===== src/fad_pkg.sv =====
// fad_pkg: shared widths, register indexes, reset values and the cordic
// arctangent table for the fm/am discriminator
// no dependencies
package fad_pkg;

    localparam int CORDIC_STAGES_DEF = 16;

    localparam int SAMPLE_W   = 16;
    localparam int DISC_W     = 20;
    localparam int GAIN_W     = 16;
    localparam int POLE_W     = 24;
    localparam int CFG_IDX_W  = 8;
    localparam int CFG_DATA_W = 32;

    // datapath widths
    localparam int VEC_W      = 36;  // cordic x/y, holds the grown product vector
    localparam int ANG_W      = 28;  // angle, 2^24 per pi
    localparam int MAG_W      = 24;  // envelope magnitude, 2^-23 units
    localparam int RAD_W      = 2 * MAG_W;
    localparam int MUL_A_W    = 28;
    localparam int MUL_B_W    = 26;
    localparam int ACC_W      = MUL_A_W + MUL_B_W;
    localparam int ATAN_IDX_W = 5;
    localparam int ATAN_W     = 23;

    localparam int FM_SHIFT = 18;
    localparam int AM_SHIFT = 17;

    localparam logic signed [ANG_W-1:0] ANG_PI = ANG_W'(1) << 24;
    localparam logic [MUL_B_W-1:0] POLE_ONE = MUL_B_W'(1) << POLE_W;

    // register indexes
    localparam logic [CFG_IDX_W-1:0] REG_DEMOD_MODE = CFG_IDX_W'(0);
    localparam logic [CFG_IDX_W-1:0] REG_FM_GAIN    = CFG_IDX_W'(1);
    localparam logic [CFG_IDX_W-1:0] REG_AM_GAIN    = CFG_IDX_W'(2);
    localparam logic [CFG_IDX_W-1:0] REG_DC_POLE    = CFG_IDX_W'(3);

    localparam logic MODE_FM = 1'b0;
    localparam logic MODE_AM = 1'b1;

    localparam logic [GAIN_W-1:0] FM_GAIN_RST = 16'd6433;
    localparam logic [GAIN_W-1:0] AM_GAIN_RST = 16'd2048;
    localparam logic [POLE_W-1:0] DC_POLE_RST = 24'd16775818;

    typedef struct packed {
        logic en;
        logic clr;
        logic sub;
    } t_mac_cmd;

    // atan(2^-k)/pi in units of 2^-24
    function automatic logic [ATAN_W-1:0] atan_step(input logic [ATAN_IDX_W-1:0] k);
        logic [ATAN_W-1:0] v;
        case (k)
            5'd0:    v = 23'd4194304;
            5'd1:    v = 23'd2476042;
            5'd2:    v = 23'd1308273;
            5'd3:    v = 23'd664100;
            5'd4:    v = 23'd333339;
            5'd5:    v = 23'd166832;
            5'd6:    v = 23'd83436;
            5'd7:    v = 23'd41721;
            5'd8:    v = 23'd20861;
            5'd9:    v = 23'd10430;
            5'd10:   v = 23'd5215;
            5'd11:   v = 23'd2608;
            5'd12:   v = 23'd1304;
            5'd13:   v = 23'd652;
            5'd14:   v = 23'd326;
            5'd15:   v = 23'd163;
            5'd16:   v = 23'd81;
            5'd17:   v = 23'd41;
            5'd18:   v = 23'd20;
            5'd19:   v = 23'd10;
            5'd20:   v = 23'd5;
            5'd21:   v = 23'd3;
            5'd22:   v = 23'd1;
            5'd23:   v = 23'd1;
            default: v = 23'd0;
        endcase
        return v;
    endfunction

endpackage


===== src/fad_ifs.sv =====
// fad_ifs: valid/ready channel interfaces for samples, results and register writes
// depends on fad_pkg
interface fad_sample_if import fad_pkg::*; ();
    logic                       valid;
    logic                       ready;
    logic signed [SAMPLE_W-1:0] sample_i;
    logic signed [SAMPLE_W-1:0] sample_q;

    modport source (output valid, output sample_i, output sample_q, input ready);
    modport sink (input valid, input sample_i, input sample_q, output ready);
endinterface

interface fad_result_if import fad_pkg::*; ();
    logic                     valid;
    logic                     ready;
    logic signed [DISC_W-1:0] disc_value;

    modport source (output valid, output disc_value, input ready);
    modport sink (input valid, input disc_value, output ready);
endinterface

interface fad_cfg_if import fad_pkg::*; ();
    logic                  valid;
    logic                  ready;
    logic [CFG_IDX_W-1:0]  index;
    logic [CFG_DATA_W-1:0] data;

    modport source (output valid, output index, output data, input ready);
    modport sink (input valid, input index, input data, output ready);
endinterface


===== src/fad_mac.sv =====
// fad_mac: shared multiply-accumulate unit, registered product then accumulate
// depends on fad_pkg
module fad_mac import fad_pkg::*; (
    input  logic                      i_clk,
    input  logic                      i_rst_n,
    input  t_mac_cmd                  i_cmd,
    input  logic signed [MUL_A_W-1:0] i_a,
    input  logic signed [MUL_B_W-1:0] i_b,
    output logic signed [ACC_W-1:0]   o_acc
);

    t_mac_cmd                r_cmd;
    logic signed [ACC_W-1:0] r_prod;
    logic signed [ACC_W-1:0] r_acc;
    logic signed [ACC_W-1:0] n_acc;
    logic signed [ACC_W-1:0] w_base;

    always_comb begin
        w_base = r_cmd.clr ? '0 : r_acc;
        n_acc  = r_cmd.sub ? (w_base - r_prod) : (w_base + r_prod);
    end

    always_ff @(posedge i_clk) begin
        if (!i_rst_n) begin
            r_cmd <= '0;
        end else begin
            r_cmd <= i_cmd;
        end
    end

    always_ff @(posedge i_clk) begin
        r_prod <= i_a * i_b;
        if (r_cmd.en) begin
            r_acc <= n_acc;
        end
    end

    assign o_acc = r_acc;

endmodule


===== src/fad_cordic.sv =====
// fad_cordic: iterative vectoring cordic, one micro-rotation per cycle,
// returns the phase of (re, im) with 2^24 per pi; depends on fad_pkg
module fad_cordic import fad_pkg::*; #(
    parameter int STAGES = CORDIC_STAGES_DEF
) (
    input  logic                    i_clk,
    input  logic                    i_rst_n,
    input  logic                    i_start,
    input  logic signed [VEC_W-1:0] i_re,
    input  logic signed [VEC_W-1:0] i_im,
    output logic                    o_done,
    output logic signed [ANG_W-1:0] o_angle
);

    localparam int KW = $clog2(STAGES);

    logic                    r_busy;
    logic                    r_done;
    logic [KW-1:0]           r_k;
    logic signed [VEC_W-1:0] r_x;
    logic signed [VEC_W-1:0] r_y;
    logic signed [ANG_W-1:0] r_z;
    logic signed [VEC_W-1:0] w_sx;
    logic signed [VEC_W-1:0] w_sy;
    logic signed [ANG_W-1:0] w_step;

    assign w_sx   = r_x >>> r_k;
    assign w_sy   = r_y >>> r_k;
    assign w_step = signed'(ANG_W'(atan_step(ATAN_IDX_W'(r_k))));

    always_ff @(posedge i_clk) begin
        if (!i_rst_n) begin
            r_busy <= 1'b0;
            r_done <= 1'b0;
            r_k    <= '0;
        end else begin
            r_done <= 1'b0;
            if (i_start) begin
                r_busy <= 1'b1;
                r_k    <= '0;
            end else if (r_busy) begin
                if (r_k == KW'(STAGES - 1)) begin
                    r_busy <= 1'b0;
                    r_done <= 1'b1;
                end else begin
                    r_k <= r_k + 1'b1;
                end
            end
        end
    end

    always_ff @(posedge i_clk) begin
        if (i_start) begin
            // left half plane: turn by pi first
            if (i_re < 0) begin
                r_x <= -i_re;
                r_y <= -i_im;
                r_z <= (i_im >= 0) ? ANG_PI : -ANG_PI;
            end else begin
                r_x <= i_re;
                r_y <= i_im;
                r_z <= '0;
            end
        end else if (r_busy && r_y != 0) begin
            if (r_y > 0) begin
                r_x <= r_x + w_sy;
                r_y <= r_y - w_sx;
                r_z <= r_z + w_step;
            end else begin
                r_x <= r_x - w_sy;
                r_y <= r_y + w_sx;
                r_z <= r_z - w_step;
            end
        end
    end

    assign o_done  = r_done;
    assign o_angle = r_z;

endmodule


===== src/fad_isqrt.sv =====
// fad_isqrt: restoring integer square root, one result bit per cycle
// depends on fad_pkg
module fad_isqrt import fad_pkg::*; (
    input  logic             i_clk,
    input  logic             i_rst_n,
    input  logic             i_start,
    input  logic [RAD_W-1:0] i_rad,
    output logic             o_done,
    output logic [MAG_W-1:0] o_root
);

    localparam int CW = $clog2(MAG_W);

    logic               r_busy;
    logic               r_done;
    logic [CW-1:0]      r_cnt;
    logic [RAD_W-1:0]   r_rad;
    logic [MAG_W+1:0]   r_rem;
    logic [MAG_W-1:0]   r_root;
    logic [MAG_W+1:0]   w_cur;
    logic [MAG_W+1:0]   w_trial;

    // remainder stays below 2^24 before every step, so the shift loses nothing
    assign w_cur   = {r_rem[MAG_W-1:0], r_rad[RAD_W-1 -: 2]};
    assign w_trial = {r_root, 2'b01};

    always_ff @(posedge i_clk) begin
        if (!i_rst_n) begin
            r_busy <= 1'b0;
            r_done <= 1'b0;
            r_cnt  <= '0;
        end else begin
            r_done <= 1'b0;
            if (i_start) begin
                r_busy <= 1'b1;
                r_cnt  <= '0;
            end else if (r_busy) begin
                if (r_cnt == CW'(MAG_W - 1)) begin
                    r_busy <= 1'b0;
                    r_done <= 1'b1;
                end else begin
                    r_cnt <= r_cnt + 1'b1;
                end
            end
        end
    end

    always_ff @(posedge i_clk) begin
        if (i_start) begin
            r_rad  <= i_rad;
            r_rem  <= '0;
            r_root <= '0;
        end else if (r_busy) begin
            r_rad <= {r_rad[RAD_W-3:0], 2'b00};
            if (w_cur >= w_trial) begin
                r_rem  <= w_cur - w_trial;
                r_root <= {r_root[MAG_W-2:0], 1'b1};
            end else begin
                r_rem  <= w_cur;
                r_root <= {r_root[MAG_W-2:0], 1'b0};
            end
        end
    end

    assign o_done = r_done;
    assign o_root = r_root;

endmodule


===== src/fm_am_discriminator.sv =====
// fm_am_discriminator: one complex sample in, one discriminator sample out.
// FM mode takes the phase of the sample times the conjugate of the previous
// one and scales it by fm_gain; AM mode takes the envelope, removes its
// one-pole average and scales by am_gain; the result is saturated Q4.15.
// The block works on one sample at a time and is not ready while it does.
// The time of an FM sample is set by the iterative cordic that does one
// micro-rotation per cycle; that of an AM sample is set by the square root
// that makes one magnitude bit per cycle.
// All products go through a single shared multiply-accumulate unit. A result
// waits in an output register, so the next sample is taken while it is held.
// Depends on fad_pkg, fad_ifs, fad_mac, fad_cordic and fad_isqrt.
module fm_am_discriminator import fad_pkg::*; #(
    parameter int CORDIC_STAGES = CORDIC_STAGES_DEF
) (
    input  logic                i_clk,
    input  logic                i_rst_n,
    fad_sample_if.sink          i_sample,
    fad_result_if.source        o_result,
    fad_cfg_if.sink             i_cfg
);

    typedef enum logic [4:0] {
        S_IDLE,
        S_FRE0, S_FRE1, S_FIM0, S_FIM1, S_FW0, S_FW1, S_FROT,
        S_AP0, S_AP1, S_AW0, S_AW1, S_ASQ, S_AE1, S_AEW0, S_AEW1, S_AD,
        S_GW, S_PUSH
    } t_state;

    localparam logic signed [ACC_W-1:0] SAT_HI  = (ACC_W'(1) << (DISC_W - 1)) - ACC_W'(1);
    localparam logic signed [ACC_W-1:0] SAT_LO  = -(ACC_W'(1) << (DISC_W - 1));
    localparam logic signed [ACC_W-1:0] RND_FM  = ACC_W'(1) << (FM_SHIFT - 1);
    localparam logic signed [ACC_W-1:0] RND_AM  = ACC_W'(1) << (AM_SHIFT - 1);
    localparam logic signed [ACC_W-1:0] RND_AVG = ACC_W'(1) << (POLE_W - 1);

    t_state                     r_state;
    logic                       r_mode;
    logic [GAIN_W-1:0]          r_fm_gain;
    logic [GAIN_W-1:0]          r_am_gain;
    logic [POLE_W-1:0]          r_dc_pole;
    logic signed [SAMPLE_W-1:0] r_last_i;
    logic signed [SAMPLE_W-1:0] r_last_q;
    logic [MAG_W-1:0]           r_avg;
    logic signed [SAMPLE_W-1:0] r_si;
    logic signed [SAMPLE_W-1:0] r_sq;
    logic signed [VEC_W-1:0]    r_re;
    logic [MAG_W-1:0]           r_mag;
    logic                       r_out_valid;
    logic signed [DISC_W-1:0]   r_out;

    t_mac_cmd                   w_mac_cmd;
    logic signed [MUL_A_W-1:0]  w_mac_a;
    logic signed [MUL_B_W-1:0]  w_mac_b;
    logic signed [ACC_W-1:0]    w_acc;
    logic                       w_cordic_done;
    logic signed [ANG_W-1:0]    w_angle;
    logic                       w_sqrt_done;
    logic [MAG_W-1:0]           w_root;
    logic signed [MAG_W+1:0]    w_diff;
    logic signed [ACC_W-1:0]    w_avg_sum;
    logic signed [ACC_W-1:0]    w_scaled;
    logic signed [ACC_W-1:0]    w_sat;
    logic                       w_in_xfer;
    logic                       w_out_free;

    assign w_in_xfer  = i_sample.valid && i_sample.ready;
    assign w_out_free = !r_out_valid || o_result.ready;

    assign i_sample.ready    = (r_state == S_IDLE);
    assign o_result.valid    = r_out_valid;
    assign o_result.disc_value = r_out;
    assign i_cfg.ready       = 1'b1;

    assign w_diff    = signed'({2'b00, r_mag}) - signed'({2'b00, r_avg});
    assign w_avg_sum = w_acc + RND_AVG;

    always_comb begin
        if (r_mode == MODE_FM) begin
            w_scaled = (w_acc + RND_FM) >>> FM_SHIFT;
        end else begin
            w_scaled = (w_acc + RND_AM) >>> AM_SHIFT;
        end
        if (w_scaled > SAT_HI) begin
            w_sat = SAT_HI;
        end else if (w_scaled < SAT_LO) begin
            w_sat = SAT_LO;
        end else begin
            w_sat = w_scaled;
        end
    end

    // operand selection for the shared multiplier
    always_comb begin
        w_mac_cmd = '0;
        w_mac_a   = '0;
        w_mac_b   = '0;
        case (r_state)
            S_FRE0: begin
                w_mac_cmd = '{en: 1'b1, clr: 1'b1, sub: 1'b0};
                w_mac_a   = {{(MUL_A_W-SAMPLE_W){r_si[SAMPLE_W-1]}}, r_si};
                w_mac_b   = {{(MUL_B_W-SAMPLE_W){r_last_i[SAMPLE_W-1]}}, r_last_i};
            end
            S_FRE1: begin
                w_mac_cmd = '{en: 1'b1, clr: 1'b0, sub: 1'b0};
                w_mac_a   = {{(MUL_A_W-SAMPLE_W){r_sq[SAMPLE_W-1]}}, r_sq};
                w_mac_b   = {{(MUL_B_W-SAMPLE_W){r_last_q[SAMPLE_W-1]}}, r_last_q};
            end
            S_FIM0: begin
                w_mac_cmd = '{en: 1'b1, clr: 1'b1, sub: 1'b0};
                w_mac_a   = {{(MUL_A_W-SAMPLE_W){r_sq[SAMPLE_W-1]}}, r_sq};
                w_mac_b   = {{(MUL_B_W-SAMPLE_W){r_last_i[SAMPLE_W-1]}}, r_last_i};
            end
            S_FIM1: begin
                w_mac_cmd = '{en: 1'b1, clr: 1'b0, sub: 1'b1};
                w_mac_a   = {{(MUL_A_W-SAMPLE_W){r_si[SAMPLE_W-1]}}, r_si};
                w_mac_b   = {{(MUL_B_W-SAMPLE_W){r_last_q[SAMPLE_W-1]}}, r_last_q};
            end
            S_FROT: begin
                w_mac_cmd = '{en: w_cordic_done, clr: 1'b1, sub: 1'b0};
                w_mac_a   = w_angle;
                w_mac_b   = {{(MUL_B_W-GAIN_W){1'b0}}, r_fm_gain};
            end
            S_AP0: begin
                w_mac_cmd = '{en: 1'b1, clr: 1'b1, sub: 1'b0};
                w_mac_a   = {{(MUL_A_W-SAMPLE_W){r_si[SAMPLE_W-1]}}, r_si};
                w_mac_b   = {{(MUL_B_W-SAMPLE_W){r_si[SAMPLE_W-1]}}, r_si};
            end
            S_AP1: begin
                w_mac_cmd = '{en: 1'b1, clr: 1'b0, sub: 1'b0};
                w_mac_a   = {{(MUL_A_W-SAMPLE_W){r_sq[SAMPLE_W-1]}}, r_sq};
                w_mac_b   = {{(MUL_B_W-SAMPLE_W){r_sq[SAMPLE_W-1]}}, r_sq};
            end
            S_ASQ: begin
                w_mac_cmd = '{en: w_sqrt_done, clr: 1'b1, sub: 1'b0};
                w_mac_a   = {{(MUL_A_W-MAG_W){1'b0}}, r_avg};
                w_mac_b   = {{(MUL_B_W-POLE_W){1'b0}}, r_dc_pole};
            end
            S_AE1: begin
                w_mac_cmd = '{en: 1'b1, clr: 1'b0, sub: 1'b0};
                w_mac_a   = {{(MUL_A_W-MAG_W){1'b0}}, r_mag};
                w_mac_b   = signed'(POLE_ONE - {{(MUL_B_W-POLE_W){1'b0}}, r_dc_pole});
            end
            S_AD: begin
                w_mac_cmd = '{en: 1'b1, clr: 1'b1, sub: 1'b0};
                w_mac_a   = {{(MUL_A_W-MAG_W-2){w_diff[MAG_W+1]}}, w_diff};
                w_mac_b   = {{(MUL_B_W-GAIN_W){1'b0}}, r_am_gain};
            end
            default: begin
                w_mac_cmd = '0;
            end
        endcase
    end

    always_ff @(posedge i_clk) begin
        if (!i_rst_n) begin
            r_state     <= S_IDLE;
            r_mode      <= MODE_FM;
            r_fm_gain   <= FM_GAIN_RST;
            r_am_gain   <= AM_GAIN_RST;
            r_dc_pole   <= DC_POLE_RST;
            r_last_i    <= '0;
            r_last_q    <= '0;
            r_avg       <= '0;
            r_out_valid <= 1'b0;
        end else begin
            if (i_cfg.valid) begin
                case (i_cfg.index)
                    REG_DEMOD_MODE: r_mode    <= i_cfg.data[0];
                    REG_FM_GAIN:    r_fm_gain <= i_cfg.data[GAIN_W-1:0];
                    REG_AM_GAIN:    r_am_gain <= i_cfg.data[GAIN_W-1:0];
                    REG_DC_POLE:    r_dc_pole <= i_cfg.data[POLE_W-1:0];
                    default: ;
                endcase
            end

            // a new result may replace one that leaves at the same edge
            if (r_state == S_PUSH && w_out_free) begin
                r_out_valid <= 1'b1;
            end else if (o_result.valid && o_result.ready) begin
                r_out_valid <= 1'b0;
            end

            case (r_state)
                S_IDLE: begin
                    if (w_in_xfer) begin
                        r_state <= (r_mode == MODE_FM) ? S_FRE0 : S_AP0;
                    end
                end
                S_FRE0: r_state <= S_FRE1;
                S_FRE1: r_state <= S_FIM0;
                S_FIM0: r_state <= S_FIM1;
                S_FIM1: r_state <= S_FW0;
                S_FW0:  r_state <= S_FW1;
                S_FW1:  r_state <= S_FROT;
                S_FROT: begin
                    if (w_cordic_done) begin
                        r_state <= S_GW;
                    end
                end
                S_AP0:  r_state <= S_AP1;
                S_AP1:  r_state <= S_AW0;
                S_AW0:  r_state <= S_AW1;
                S_AW1:  r_state <= S_ASQ;
                S_ASQ: begin
                    if (w_sqrt_done) begin
                        r_state <= S_AE1;
                    end
                end
                S_AE1:  r_state <= S_AEW0;
                S_AEW0: r_state <= S_AEW1;
                S_AEW1: begin
                    r_avg   <= w_avg_sum[POLE_W +: MAG_W];
                    r_state <= S_AD;
                end
                S_AD:   r_state <= S_GW;
                S_GW:   r_state <= S_PUSH;
                S_PUSH: begin
                    if (w_out_free) begin
                        r_last_i    <= r_si;
                        r_last_q    <= r_sq;
                        r_state     <= S_IDLE;
                    end
                end
                default: r_state <= S_IDLE;
            endcase
        end
    end

    always_ff @(posedge i_clk) begin
        if (w_in_xfer) begin
            r_si <= i_sample.sample_i;
            r_sq <= i_sample.sample_q;
        end
        // real part is complete in the accumulator while the imaginary one starts
        if (r_state == S_FIM1) begin
            r_re <= w_acc[VEC_W-1:0];
        end
        if (r_state == S_ASQ && w_sqrt_done) begin
            r_mag <= w_root;
        end
        if (r_state == S_PUSH && w_out_free) begin
            r_out <= w_sat[DISC_W-1:0];
        end
    end

    fad_mac u_mac (
        .i_clk   (i_clk),
        .i_rst_n (i_rst_n),
        .i_cmd   (w_mac_cmd),
        .i_a     (w_mac_a),
        .i_b     (w_mac_b),
        .o_acc   (w_acc)
    );

    fad_cordic #(
        .STAGES (CORDIC_STAGES)
    ) u_cordic (
        .i_clk   (i_clk),
        .i_rst_n (i_rst_n),
        .i_start (r_state == S_FW1),
        .i_re    (r_re),
        .i_im    (w_acc[VEC_W-1:0]),
        .o_done  (w_cordic_done),
        .o_angle (w_angle)
    );

    fad_isqrt u_isqrt (
        .i_clk   (i_clk),
        .i_rst_n (i_rst_n),
        .i_start (r_state == S_AW1),
        .i_rad   ({w_acc[31:0], {(RAD_W-32){1'b0}}}),
        .o_done  (w_sqrt_done),
        .o_root  (w_root)
    );

    a_busy_after_accept: assert property (@(posedge i_clk) disable iff (!i_rst_n)
        w_in_xfer |=> !i_sample.ready)
        else $error("input accepted while a sample is in work");

    a_avg_held_in_fm: assert property (@(posedge i_clk) disable iff (!i_rst_n)
        (r_mode == MODE_FM && r_state != S_IDLE) |=> $stable(r_avg))
        else $error("envelope average changed in fm mode");

    a_mac_quiet_idle: assert property (@(posedge i_clk) disable iff (!i_rst_n)
        (r_state == S_IDLE) |-> !w_mac_cmd.en)
        else $error("multiplier issued while idle");

    a_push_waits: assert property (@(posedge i_clk) disable iff (!i_rst_n)
        (r_state == S_PUSH && r_out_valid && !o_result.ready) |=> (r_state == S_PUSH))
        else $error("pending result overwritten");

endmodule


===== src/flat_wrapper.sv =====
// flat-port wrapper written by rule: the top's interface ports become plain ports
module fm_am_discriminator_flat import fad_pkg::*;
#(
    parameter int CORDIC_STAGES = CORDIC_STAGES_DEF
)
  (i_clk, i_rst_n, i_sample_valid, i_sample_sample_i, i_sample_sample_q, i_sample_ready, o_result_valid, o_result_disc_value, o_result_ready, i_cfg_valid, i_cfg_index, i_cfg_data, i_cfg_ready);
  fad_sample_if i_sample_i ();
  fad_result_if o_result_i ();
  fad_cfg_if i_cfg_i ();
  input  logic i_clk;
  input  logic i_rst_n;
  input wire logic [$bits(i_sample_i.valid)-1:0] i_sample_valid;
  input wire logic [$bits(i_sample_i.sample_i)-1:0] i_sample_sample_i;
  input wire logic [$bits(i_sample_i.sample_q)-1:0] i_sample_sample_q;
  output wire logic [$bits(i_sample_i.ready)-1:0] i_sample_ready;
  output wire logic [$bits(o_result_i.valid)-1:0] o_result_valid;
  output wire logic [$bits(o_result_i.disc_value)-1:0] o_result_disc_value;
  input wire logic [$bits(o_result_i.ready)-1:0] o_result_ready;
  input wire logic [$bits(i_cfg_i.valid)-1:0] i_cfg_valid;
  input wire logic [$bits(i_cfg_i.index)-1:0] i_cfg_index;
  input wire logic [$bits(i_cfg_i.data)-1:0] i_cfg_data;
  output wire logic [$bits(i_cfg_i.ready)-1:0] i_cfg_ready;
  assign i_sample_i.valid = i_sample_valid;
  assign i_sample_i.sample_i = i_sample_sample_i;
  assign i_sample_i.sample_q = i_sample_sample_q;
  assign i_sample_ready = i_sample_i.ready;
  assign o_result_valid = o_result_i.valid;
  assign o_result_disc_value = o_result_i.disc_value;
  assign o_result_i.ready = o_result_ready;
  assign i_cfg_i.valid = i_cfg_valid;
  assign i_cfg_i.index = i_cfg_index;
  assign i_cfg_i.data = i_cfg_data;
  assign i_cfg_ready = i_cfg_i.ready;
  fm_am_discriminator #(.CORDIC_STAGES(CORDIC_STAGES)) u_core (.i_clk(i_clk), .i_rst_n(i_rst_n), .i_sample(i_sample_i), .o_result(o_result_i), .i_cfg(i_cfg_i));
endmodule

===== config.mk =====
export PLATFORM = sky130hd
export DESIGN_NAME = fm_am_discriminator_flat
export DESIGN_NICKNAME = d
export VERILOG_FILES = /design/src/fad_pkg.sv /design/src/fad_ifs.sv /design/src/fad_mac.sv /design/src/fad_cordic.sv /design/src/fad_isqrt.sv /design/src/fm_am_discriminator.sv /design/src/flat_wrapper.sv
export SDC_FILE = /design/constraint.sdc
export NUM_CORES = 2
export LEC_CHECK = 0
export ABC_AREA = 1
export BUFFER_PORTS_ARGS = -buffer_cell sky130_fd_sc_hd__buf_2
export CAP_MARGIN = 20
export CORE_MARGIN = 2
export CORE_UTILIZATION = 45
export DETAILED_ROUTE_END_ITERATION = 8
export PLACE_DENSITY = 0.6
export SYNTH_ARGS = -nofsm -noshare
export SYNTH_HDL_FRONTEND = slang
export SYNTH_HIERARCHICAL = 1
export SYNTH_SLANG_ARGS = --single-unit

===== constraint.sdc =====
create_clock -name i_clk -period 12.52 [get_ports i_clk]
set_input_delay 2.504 -clock i_clk [delete_from_list [all_inputs] [get_ports i_clk]]
set_output_delay 2.504 -clock i_clk [all_outputs]
set_load 0.005 [all_outputs]

# ---- After elaboration in Yosys (flattened, before gate mapping)
# Memory sizes are Yosys's and may differ from the RTL's. A register that Yosys moved wholly into a read port is not among the register bits.
# Index checks and enable logic that the tools add are counted.
dict set report word_totals {
  memories 1
  ram_bits 0
  out_inout_bits 23
  register_bits 535
  latch_bits 0
  romBits 368
}
dict set report op_classes {
  addsub 18
  eq_ne 27
  n_shift 2
  n_bitwise 5
  mul 1
  order_cmp 6
  muxes 42
  n_div 0
  n_reduce_logical 31
}
# name depth word_bits rd rd_ports_with_merged_regs wr line_no
set memory_table {}
lappend memory_table {{(name not given)} 16 23 1 1 0 fad_pkg.sv:54} ;# case (k)
# operator n
set ops {}
lappend ops {{$mux 36} 8}
lappend ops {{$pmux 26 s8} 1}
lappend ops {{$pmux 28 s6} 1}
lappend ops {{$mux 54} 3}
lappend ops {{$mux 28} 5}
lappend ops {{$mux 48} 2}
lappend ops {{$pmux 5 s19} 1}
lappend ops {{$add 36x36->36} 2}
lappend ops {{$neg 36->36} 2}
lappend ops {{$sshr 36x4->36} 2}
lappend ops {{$sub 36x36->36} 2}
lappend ops {{$add 54x18->54 const B} 1}
lappend ops {{$add 54x19->54 const B} 1}
lappend ops {{$add 54x54->54} 1}
lappend ops {{$gt 54x20->1 const B} 1}
lappend ops {{$lt 54x20->1 const B} 1}
lappend ops {{$mul 28x26->54} 1}
lappend ops {{$sub 54x54->54} 1}
lappend ops {{$add 48x25->48 const B} 1}
lappend ops {{$eq 5x4->1 const B} 8}
lappend ops {{$ge 36x1->1 const B} 1}
lappend ops {{$gt 36x1->1 const B} 1}
lappend ops {{$lt 36x1->1 const B} 1}
lappend ops {{$reduce_bool 36->1} 1}
lappend ops {{other kinds (35)} 83}

# ---- Depth between registers and ports, before layout
dict set report depth {
  word_depth 5
  depth_mapped 43
}

# ---- Modules after synthesis
# The synthesis kept the hierarchy.
# module seq_area_each_um2 area_per_inst_um2 cells_each instances
set modules_own_cells {}
lappend modules_own_cells {fad_mac 2762.6 37855.1 5295 1}
lappend modules_own_cells {fad_cordic 3583.4 18152.4 2984 1}
lappend modules_own_cells {fm_am_discriminator 5745.5 13857.0 1864 1}
lappend modules_own_cells {fad_isqrt 2542.4 5814.3 800 1}

# ---- Least setup slack after synthesis
# Ideal clock, no wire load.
dict set report synth_path {
  path_type {flip-flop to flip-flop}
  startpoint {reg u_core.r_state[3]}
  endpoint {reg u_core.u_mac.r_prod[53]}
  setup_time_ns 0.113
  arrival_ns 9.576
  period_less_slack_ns 9.689
  path_stages_with_launch 40
  path_slack_ns 2.831
  required_ns 12.407
  path_cell_list {dfxtp_1 inv_1 nand2_1 nor2_1 inv_1 nor2_1 inv_1 o211ai_2 nand2_1 nand2_1 inv_2 nand3_1 clkbuf_1 clkbuf_1 nand2_1 inv_1 fa_1 fa_1 [... 4 more ...] inv_1 fa_1 inv_1 fa_1 inv_1 fa_1 inv_1 ha_1 nand2_1 nor2_1 nand2_1 nor2_1 and2_1 nand2_1 inv_1 nor2_1 nand2_1 nand2_1}
}
dict set report synth_between {
  elab_chain_cells 4
}
# item line_no
set synth_lines {}
lappend synth_lines {{start, declared} fm_am_discriminator.sv:35} ;# t_state r_state;
lappend synth_lines {{start signal, assigned} fm_am_discriminator.sv:185} ;# r_state <= (r_mode == MODE_FM) ? S_FRE0 : S_AP0;
lappend synth_lines {{$eq 5x2->1 (tied with other cells)} fm_am_discriminator.sv:96} ;# case (r_state)
lappend synth_lines {{$reduce_or 3->1 (no line)} -}
lappend synth_lines {{$pmux 28 s6 *} fm_am_discriminator.sv:96}
lappend synth_lines {{via u_core.w_mac_a[27]} fm_am_discriminator.sv:51} ;# logic signed [MUL_A_W-1:0] w_mac_a;
lappend synth_lines {{$mul 28x26->54 *} fad_mac.sv:32} ;# r_prod <= i_a * i_b;
lappend synth_lines {{end signal, assigned} fad_mac.sv:32}
lappend synth_lines {{end, declared} fad_mac.sv:13} ;# logic signed [ACC_W-1:0] r_prod;
# Mark *: on every way through the listed nets, which the timed path passes. The rest lies on a longest branch.
# A chain may end at the register's enable or synchronous reset.

# ---- Worst setup path after layout
dict set report layout_path {
  startpoint {reg u_core.r_state[4]}
  endpoint {reg u_core.u_mac.r_prod[43]}
}
# The elaborated chain is that of the path after synthesis.

==> results.sh <==
export IMPL_outcome="finished clean"
export IMPL_synth_seq_cells=574
export IMPL_avgSynthCellArea_um2=6.916
export IMPL_cts_resized=0
export IMPL_clock_skew_ps=41.72
export IMPL_cp_top_family="adder cells"
export IMPL_power_density_mw_per_mm2=264.5
export IMPL_viasPerCell=5.397
export IMPL_critPathLaunch="u_core/r_state[4]$_SDFFE_PN0P_"
export IMPL_critPathMaxFanout=26
export IMPL_synthDistinctLibCells=78
export IMPL_numCtsBuffers=73
export IMPL_maxSlewViolCount=0
export IMPL_synth_edf_count=314
export IMPL_wl_per_cell_um=20.15
export IMPL_grt_start_max_net_pins=74
export IMPL_grt_usage=0.3027
export IMPL_rsz0062_at_grt="false"
export IMPL_syn_inst=10940
export IMPL_die_width_um=414.1
export IMPL_min_path_type="flip-flop to flip-flop"
export IMPL_cts_reportedPaths_clkPinSlew_ps=60
export IMPL_r2r_start="u_core/r_state[4]$_SDFFE_PN0P_"
export IMPL_ioPinCount=100
export IMPL_finalCritPeriodShare=0.8332
export IMPL_crit_required_ps=13070
export IMPL_slowest_stage="fa_1"
export IMPL_fp_coreArea_mm2=0.1670
export IMPL_critPathKind="flip-flop to flip-flop"
export IMPL_finalSetupViolations=0
export IMPL_cp_depth=33
export IMPL_port_buffer_count=90
export IMPL_whs_ps=437.6
export IMPL_h_tree_depth=3
export IMPL_rrSetupSlack_ps=2090
export IMPL_crit_path_frequent_cell="inv_1"
export IMPL_die_area_mm2=0.1715
export IMPL_fin_setup_tns_ps=0
export IMPL_area_delta_synth_final_pct=6.782
export IMPL_layout_nets=12070
export IMPL_cts_hold_repair_buffers=0
export IMPL_maxCapViolCount=0
export IMPL_drive_gt1_frac=0.05568
export IMPL_cp_endpoint="u_core/u_mac/r_prod[43]$_DFF_P_"
export IMPL_dr_pass1_iters=6
export IMPL_antenna_found_initial=6
export IMPL_root_buffer="clkbuf_16"
export IMPL_async_flop_share=0
export IMPL_die_h_um=414.1
export IMPL_first_iter_violations=6712
export IMPL_n_fill_cell=17100
export IMPL_final_common_cell="nand2_1"
export IMPL_place_gp_congestion=0.9796
export IMPL_hold_viol_final=0
export IMPL_routed_wl_um=264500
export IMPL_critPathMaxStageDelay_ps=910
export IMPL_worstPathArrival_ps=10980
export IMPL_fin_crit_ps=10430
export IMPL_overflow=0
export IMPL_start_util=0.4531
export IMPL_grt_pass1_wl_um=403000
export IMPL_vias=70830
export IMPL_tightestPinTransition_ps=1188
export IMPL_post_cts_buffers=0
export IMPL_ys_flop_type="edfxtp_1"
export IMPL_max_freq_mhz=95.87
export IMPL_leakage_uw=0.04248
export IMPL_drc=0
export IMPL_crit_buf_inv=11
export IMPL_yosys_warnings=6
export IMPL_ant_nets=0
export IMPL_synth_seq_area_share=0.1934
export IMPL_clk_path_buf_depth=3
export IMPL_cts_sinks=574
export IMPL_rr_worst_depth=33
export IMPL_grt_pass1_vias=68140
export IMPL_clock_latency_ps=710
export IMPL_start_kind="flip-flop"
export IMPL_hpwl_um=208900
export IMPL_cp_end_kind="flip-flop"
export IMPL_layout_common_cells="nand2_1, inv_1, nor2_1"
export IMPL_synth_area_mm2=0.07568
export IMPL_ir_drop_uv=217.1
export IMPL_slew_headroom=0.2078
export IMPL_fp_row_count=150
export IMPL_tritoncts="built"
export IMPL_regToRegEndpoint="u_core/u_mac/r_prod[43]$_DFF_P_"
## where the power goes
group,internal (uW),switching (uW)
Combinational,4910,10900
Clock,1230,962
Sequential,2740,624
## how the worst min path moves through the flow
stage	start	endpoint	slack [ps]	cells after the start
6_report	u_core/u_isqrt/o_root[3]$_SDFFE_PP0P_	u_core/r_mag[3]$_DFFE_PP_	440	0
3_5_place_dp	u_core/u_isqrt/o_root[10]$_SDFFE_PP0P_	u_core/r_mag[10]$_DFFE_PP_	420	0
2_1_floorplan	u_core/u_isqrt/o_root[10]$_SDFFE_PP0P_	u_core/r_mag[10]$_DFFE_PP_	410	0
3_3_place_gp	u_core/u_isqrt/o_root[15]$_SDFFE_PP0P_	u_core/r_mag[15]$_DFFE_PP_	420	0
5_1_grt	u_core/u_isqrt/o_root[15]$_SDFFE_PP0P_	u_core/r_mag[15]$_DFFE_PP_	450	0
4_1_cts	u_core/u_isqrt/o_root[3]$_SDFFE_PP0P_	u_core/r_mag[3]$_DFFE_PP_	440	0
## state kept, by name, indices dropped and copies added, names as in the netlist, 28 cells and up
| name | cells |
|---|---|
| u_core/r_re | 36 |
| u_core/u_cordic/o_angle | 28 |
| u_core/u_cordic/r_x | 36 |
| u_core/u_cordic/r_y | 36 |
| u_core/u_isqrt/r_rad | 48 |
| u_core/u_mac/o_acc | 54 |
| u_core/u_mac/r_prod | 54 |
## cell type report
cell class / instances / area [um2] / share of cell area
Antenna cell: 1 / 2.502 / 0.00003097
Clock buffer: 89 / 1959 / 0.02425
Clock inverter: 46 / 481.7 / 0.005961
Inverter: 2220 / 8341 / 0.1032
Multi-Input combinational cell: 7793 / 51350 / 0.6354
Sequential cell: 574 / 14640 / 0.1812
Tap cell: 2204 / 2758 / 0.03412
Timing Repair Buffer: 197 / 1276 / 0.01579
## cells in the mapped netlist (36+ instances only)
library cell	number	area share
nor3_1	102	0.0067
dfxtp_1	260	0.069
nand4_1	120	0.0099
o21ai_0	449	0.030
nor2_1	848	0.042
xnor2_1	62	0.0072
nand2_1	2998	0.15
nor2_2	49	0.0041
a21oi_1	522	0.035
ha_1	369	0.061
a221oi_1	40	0.0046
a31oi_1	36	0.0030
fa_1	763	0.20
nand2_2	55	0.0045
o21ai_1	54	0.0036
inv_1	2169	0.11
o22ai_1	47	0.0039
clkbuf_1	249	0.012
buf_1	64	0.0032
inv_2	37	0.0018
edfxtp_1	314	0.12
xor2_1	196	0.023
nand3_1	671	0.044
o211ai_1	74	0.0073
## worst register-to-register path: cells and delay by family (launching register included)
family	cells	cell delay (ps)
adder cells (fa/ha/maj)	8	4530
buffers and inverters	11	2040
flip-flops	1	370
AND/OR/NAND/NOR	14	3360
## stage by stage
step | instance area, um2 | utilization | worst slack [ps] | instances | power [uW]
final | 80810 | 0.4838 | 2089 | 13120 | 21370
after global routing | 80810 | 0.4838 | 1400 | 13120 | 23290
after CTS | 80780 | 0.4836 | 2090 | 13120 | 21370
after detailed placement | 78340 | 0.4690 | 2128 | 12990 | 19070
after global placement | 78340 | 0.4690 | 2162 | 12990 | 18980
after floorplan | 75740 | - | 2831 | 10960 | 13750
## layer usage
metal	share of wire	wire, um	global-route usage
met1	0.43	114300	0.4125
met2	0.46	122200	0.4973
met5	0.00010	27	0
met3	0.068	17900	0.03562
met4	0.038	10040	0.1049
## kinds of logic (layout without fill, tap and decap cells)
| group | Yosys count | after routing | synth area share |
|---|---|---|---|
| AOI/OAI and AO/OA | 1380 | 1380 | 0.1034 |
| xor gates and xnor gates | 258 | 258 | 0.02986 |
| adders and majority gates | 1132 | 1132 | 0.2628 |
| buffers and inverters | 2591 | 2552 | 0.1313 |
| DFF | 574 | 574 | 0.1934 |
| muxes | 1 | 1 | 0.0001488 |
| other | 2 | 18 | 0.00009924 |
| and+or+nand+nor | 5005 | 5005 | 0.2789 |
Power figures use the tool's default switching activity.
